File: config.mk
export PLATFORM = sky130hd
export DESIGN_NAME = sysres_ctrl
export DESIGN_NICKNAME = d
export VERILOG_FILES = /design/src/hdl/systematic_resampler_macros.svh /design/src/hdl/sysres_pkg.sv /design/src/hdl/sysres_ctrl.sv
export SDC_FILE = /design/constraint.sdc
export NUM_CORES = 1
export LEC_CHECK = 0
export BUFFER_PORTS_ARGS = -buffer_cell sky130_fd_sc_hd__buf_2
export CAP_MARGIN = 10
export CELL_PAD_IN_SITES_DETAIL_PLACEMENT = 0
export CELL_PAD_IN_SITES_GLOBAL_PLACEMENT = 1
export CORE_AREA = 4 4 41 43
export DETAILED_ROUTE_END_ITERATION = 6
export DIE_AREA = 0 0 45 47
export MAX_ROUTING_LAYER = met4
export PLACE_DENSITY = 0.4
export SLEW_MARGIN = 20
export SYNTH_ARGS = -nofsm -noshare
export SYNTH_HDL_FRONTEND = slang
export SYNTH_SLANG_ARGS = --single-unit
File: constraint.sdc
create_clock -name clk_i -period 1.4 [get_ports clk_i]
set_input_delay 0.28 -clock clk_i [delete_from_list [all_inputs] [get_ports clk_i]]
set_output_delay 0.28 -clock clk_i [all_outputs]
set_load 0.01 [all_outputs]
File: src/hdl/systematic_resampler_macros.svh
// assertion macros for the systematic resampler
// used by the top level only, no other dependencies
`ifndef SYSTEMATIC_RESAMPLER_MACROS_SVH
`define SYSTEMATIC_RESAMPLER_MACROS_SVH

// same-cycle implication, checked outside reset
`define SR_ASSERT_NOW(label, clk, rst_n, ante, cons) \
  label: assert property (@(posedge clk) disable iff (!rst_n) (ante) |-> (cons)) \
    else $error("resampler check failed");

// next-cycle implication, checked outside reset
`define SR_ASSERT_NEXT(label, clk, rst_n, ante, cons) \
  label: assert property (@(posedge clk) disable iff (!rst_n) (ante) |=> (cons)) \
    else $error("resampler check failed");

`endif

File: src/hdl/sysres_pkg.sv
// shared types and constants of the systematic resampler
// no dependencies
package sysres_pkg;

  // item kinds
  localparam logic [1:0] KIND_LOAD  = 2'd0;
  localparam logic [1:0] KIND_START = 2'd1;
  localparam logic [1:0] KIND_DRAW  = 2'd2;

  // configuration register indexes
  localparam logic [1:0] CFG_PARTICLE_COUNT = 2'd0;
  localparam logic [1:0] CFG_STEP_FRACTION  = 2'd1;
  localparam logic [1:0] CFG_FRESH_SLOTS    = 2'd2;

  // configuration reset values
  localparam logic [10:0] PARTICLE_COUNT_RST = 11'd1024;
  localparam logic [31:0] STEP_FRACTION_RST  = 32'd4194304;
  localparam logic [10:0] FRESH_SLOTS_RST    = 11'd10;

  typedef struct packed {
    logic [1:0]  kind;
    logic [31:0] weight;
    logic [31:0] offset;
    logic        landmark_seen;
  } in_beat_t;

  typedef struct packed {
    logic [9:0] slot;
    logic [9:0] source_index;
    logic       fresh;
    logic       last;
  } out_beat_t;

  // controller to datapath
  typedef struct packed {
    logic load_wr;
    logic start;
    logic sum0;
    logic step;
    logic emit;
  } sysres_cmd_t;

  // datapath to controller
  typedef struct packed {
    logic pass_done;
    logic walk_more;
    logic out_free;
  } sysres_sts_t;

endpackage

File: src/hdl/sysres_ctrl.sv
// control state machine of the systematic resampler
// depends on sysres_pkg
module sysres_ctrl import sysres_pkg::*; (
  input  logic        clk_i,
  input  logic        rst_ni,
  input  logic        in_valid_i,
  input  logic [1:0]  kind_i,
  output logic        in_ready_o,
  input  sysres_sts_t sts_i,
  output sysres_cmd_t cmd_o
);

  localparam logic [1:0] ST_IDLE = 2'd0;
  localparam logic [1:0] ST_SUM0 = 2'd1;
  localparam logic [1:0] ST_WALK = 2'd2;

  logic [1:0] state_q, state_d;

  always_comb begin
    state_d    = state_q;
    cmd_o      = '0;
    in_ready_o = 1'b0;
    case (state_q)
      ST_IDLE: begin
        in_ready_o = 1'b1;
        if (in_valid_i) begin
          case (kind_i)
            KIND_LOAD: begin
              cmd_o.load_wr = 1'b1;
            end
            KIND_START: begin
              cmd_o.start = 1'b1;
              state_d     = ST_SUM0;
            end
            KIND_DRAW: begin
              if (!sts_i.pass_done) begin
                state_d = ST_WALK;
              end
            end
            default: begin
            end
          endcase
        end
      end
      ST_SUM0: begin
        cmd_o.sum0 = 1'b1;
        state_d    = ST_IDLE;
      end
      ST_WALK: begin
        if (sts_i.walk_more) begin
          cmd_o.step = 1'b1;
        end else if (sts_i.out_free) begin
          cmd_o.emit = 1'b1;
          state_d    = ST_IDLE;
        end
      end
      default: begin
        state_d = ST_IDLE;
      end
    endcase
  end

  always_ff @(posedge clk_i or negedge rst_ni) begin
    if (!rst_ni) begin
      state_q <= ST_IDLE;
    end else begin
      state_q <= state_d;
    end
  end

endmodule

* Word level (Yosys, flattened, before mapping)
Index checks and enable logic that the tools add are counted.
** Storage, ports and cells
- Flip-flop bits (word level) :: 2
- Latch bits :: 0
- Bits in writable memories :: 0
- Bits in read-only memories :: 0
- Logic and storage cells :: 29
- Memories :: 0
** Cells by class
- $add $sub $neg :: 0
- Multipliers :: 0
- Divide/modulo/power cells :: 0
- Order comparisons :: 0
- Equality and inequality tests :: 9
- Shifts and indexed selects :: 0
- Multiplexer cells :: 16
- Bitwise operators :: 0
- Reductions and logical operators :: 3
** Operators by type and width (count)
- two-way mux 2 bit :: 7
- case mux 2 bit (2 select lines) :: 2
- two-way mux 1 bit :: 7
- != test 2 bit (second input constant) :: 3
- AND reduction 5 bit :: 1
- == test 2 x 1 -> 1 bit (second input constant) :: 2
- == test 2 bit (second input constant) :: 2
- zero test 2 bit :: 2
- != test 3 x 1 -> 1 bit (second input constant) :: 1
- != test 3 bit (second input constant) :: 1

* Logic depth before layout (Yosys ltp)
- Word-level depth :: 4
- Gate-level depth with buffers :: 2
- Mapped depth without buffers :: 2

* Worst setup path after synthesis
OpenSTA, ideal clock, no wires.
- Path type :: reg2out
- Start :: reg state_q[1]
- End :: out cmd_o[4] (netlist name)
- Data arrival time :: 0.865 ns
- Data required time :: 1.120 ns
- Path slack :: 0.255 ns
- Stages on the path, launching flop included :: 3
- Path through :: dfrtp_1 nor2_2 and4bb_2
** RTL lines
- start: declaration :: line sysres_ctrl.sv:17 : logic [1:0] state_q, state_d;
- start signal: assignment :: line sysres_ctrl.sv:67 : state_q <= state_d;
- end: declaration :: line sysres_ctrl.sv:10 : output sysres_cmd_t cmd_o

==> flow_metrics.py <==
metrics = {
    "finish": {
        "syn_to_final_growth_pct": 94.8,
        "largest_register_ffs": 2,
        "reg_top3": "state_q x2",
        "multiInputGateArea_um2": 103,
        "nets": 41,
        "n_antenna_cell": 0,
        "stdcell_count": 46,
        "drive_gt1_frac": 0.677,
        "ff_latch_area_um2": 50.0,
        "fillers": 159,
        "top_register": "state_q",
    },
    "sta": {
        "rsz0062_at_grt": "yes",
        "fin_crit_sh": 1.01,
        "worst_pin_slew_ns": 0.188,
        "timing.final.ws_setup_ns": -0.0152,
        "hold_violations": 0,
        "tns_ns": -0.0152,
        "fin_worst_skew_ns": 0.00338,
        "max_freq_mhz": 707,
        "setup_viol_count_final": 1,
        "min_period_ns": 1.42,
        "slew_headroom": 0.875,
        "drv_slew": 0,
    },
    "clock_tree": {
        "clkSinkCount": 2,
        "path_clk_slew_ns": 0.03,
        "clockBufferDepth": 2,
        "h-tree-depth": 1,
        "cts_tree": "done",
        "numCtsBuffers": 3,
        "clk_latency_ns": 0.22,
        "clock-root-buffer": "clkbuf_4",
    },
    "detailed_routing": {
        "ant_nets": 0,
        "wl_per_cell_um": 9.74,
        "via_per_inst": 4.04,
        "first_pass_iters": 1,
        "route.detailed.drc": 0,
        "drtIter0Drc": 0,
        "routed_wl_um": 448,
        "vias": 186,
    },
    "synth": {
        "synthTopCellsByArea": "dfrtp_1 (34%), and4b_1 (14%), and4bb_1 (8.6%)",
        "synthDistinctLibCells": 11,
        "synth_cells": 13,
        "netlist_area_um2": 145,
        "synth_seq_area_share": 0.345,
        "ys_ff_latch": 2,
        "yosys.area.top_type": "dfrtp_1",
        "syn_area_per_cell_um2": 11.2,
        "ys_warn_count": 0,
        "yosysTopAreaCellShare": 0.345,
        "synth_nets": 21,
    },
    "floorplanning": {
        "start_util": 0.112,
        "ios": 14,
        "rows": 13,
        "die_h_um": 47,
        "die-area_um2": 2120,
        "die_x_um": 45,
        "coreArea_um2": 1300,
    },
    "global_routing": {
        "grt_overflow": 0,
        "antenna_found_initial": 0,
        "grt_pass1_wl_um": 738,
        "grt_max_degree": 5,
        "grt_pass1_vias": 187,
        "grtUsageTotal": 0.0586,
    },
    "pwr": {
        "power.total_uw": 255,
        "leakagePower_nw": 0.152,
        "peakVddDrop_mv": 0.248,
        "powerDensity_nw_per_um2": 903,
    },
    "status": {
        "violations": "setup timing",
        "status": "complete, but fails checks",
    },
    "worst_setup_path": {
        "timing.reg2reg.setup_slack_ns": 0.45,
        "critPathKind": "reg2out",
        "crit_path_end_kind": "output port",
        "cp_max_fo": 4,
        "crit_required_ns": 1.12,
        "start_kind": "flop",
        "cp.arrival_ns": 1.14,
    },
    "placed_design": {
        "portBuffers": 13,
        "place_congestion": 0.613,
        "dp_cells": 41,
    },
    "run": {
        "drv_cap": 0,
    },
    "min_path": {
        "hp-class": "in2async",
    },
}
layer usage:
metal  wire length [um]  vias to the layer above  part of all wire  track usage
met5                  0                        -                 0            -
met4                  0                        0                 0       0.0877
met3                 56                        0              0.13       0.0421
met2                188                       12              0.42       0.0706
met1                204                       85              0.46       0.0475
li1                   -                       89                 -            -
synthesized netlist by cell type:
| master | n |
|---|---|
| and4bb_1 | 1 |
| nor3b_1 | 1 |
| nand2b_1 | 1 |
| dfrtp_1 | 2 |
| and2_1 | 1 |
| and2b_2 | 1 |
| and4b_1 | 2 |
| nor2_2 | 1 |
| a22o_1 | 1 |
| and4bb_2 | 1 |
| nor2b_1 | 1 |
stage by stage:
stage	area, um2	setup WS [ns]	hold slack (ns)	util
global route	283	-0.0694	0.371	0.217
detailed placement	229	0.187	0.0653	0.176
floorplan	145	0.255	-0.0156	-
finish	283	-0.0152	0.373	0.217
CTS	280	-0.0247	0.368	0.215
global placement	229	0.207	0.0653	0.176
cell usage in the layout, fill, tap and decap left out:
master	count
nor2b_2	1
and4bb_2	1
dlygate4sd3_1	1
buf_2	12
buf_6	1
dfrtp_1	2
and2b_2	1
nor3b_1	1
nand2b_1	1
clkbuf_4	3
nor2_4	1
a22o_1	1
and2_1	1
and4bb_1	1
and4b_1	2
buf_4	1
power by group:
group          internal, mW  switching (mW)
Combinational        0.0368          0.0257
Clock                0.0943          0.0305
Sequential           0.0624         0.00554
path summary, 6_finish.rpt:
check,cells past startpoint,end,start
max in group asynchronous,2,state_q[0]$_DFFE_PN0P_,rst_ni
worst min register to register,2,state_q[1]$_DFFE_PN0P_,state_q[1]$_DFFE_PN0P_
min in group clk_i,2,state_q[0]$_DFFE_PN0P_,in_valid_i
worst min-delay path,2,state_q[1]$_DFFE_PN0P_,rst_ni
worst max-delay path,3,cmd_o[4],state_q[1]$_DFFE_PN0P_
worst max register to register,3,state_q[0]$_DFFE_PN0P_,state_q[1]$_DFFE_PN0P_
timing repair:
action                                  4_1_cts  5_1_grt
endpoints found under the setup margin        2        3
pin swaps                                     2        2
hold endpoints to repair                      2        0
hold buffers                                  1        0
gates resized for setup                       2        1
buffers inserted                              1        0
logic make-up after synthesis:
logic type,Yosys count,synth area share
AND/OR/NAND/NOR,10,0.595
flip-flops,2,0.345
AO/OA/AOI/OAI,1,0.0604
final cells by class:
| cell class | instances | share of cell area |
|---|---|---|
| clock buffer | 3 | 0.0796 |
| timing repair buffer | 15 | 0.314 |
| multi-input combinational | 11 | 0.363 |
| sequential | 2 | 0.177 |
| tap | 15 | 0.0664 |
worst max-delay path: stages (launching register included):
cell	delay, ns
dfrtp_1	0.40
nor2_4	0.16
and4bb_2	0.25
buf_6	0.10
No activity file was read; power rests on OpenSTA's default activity.
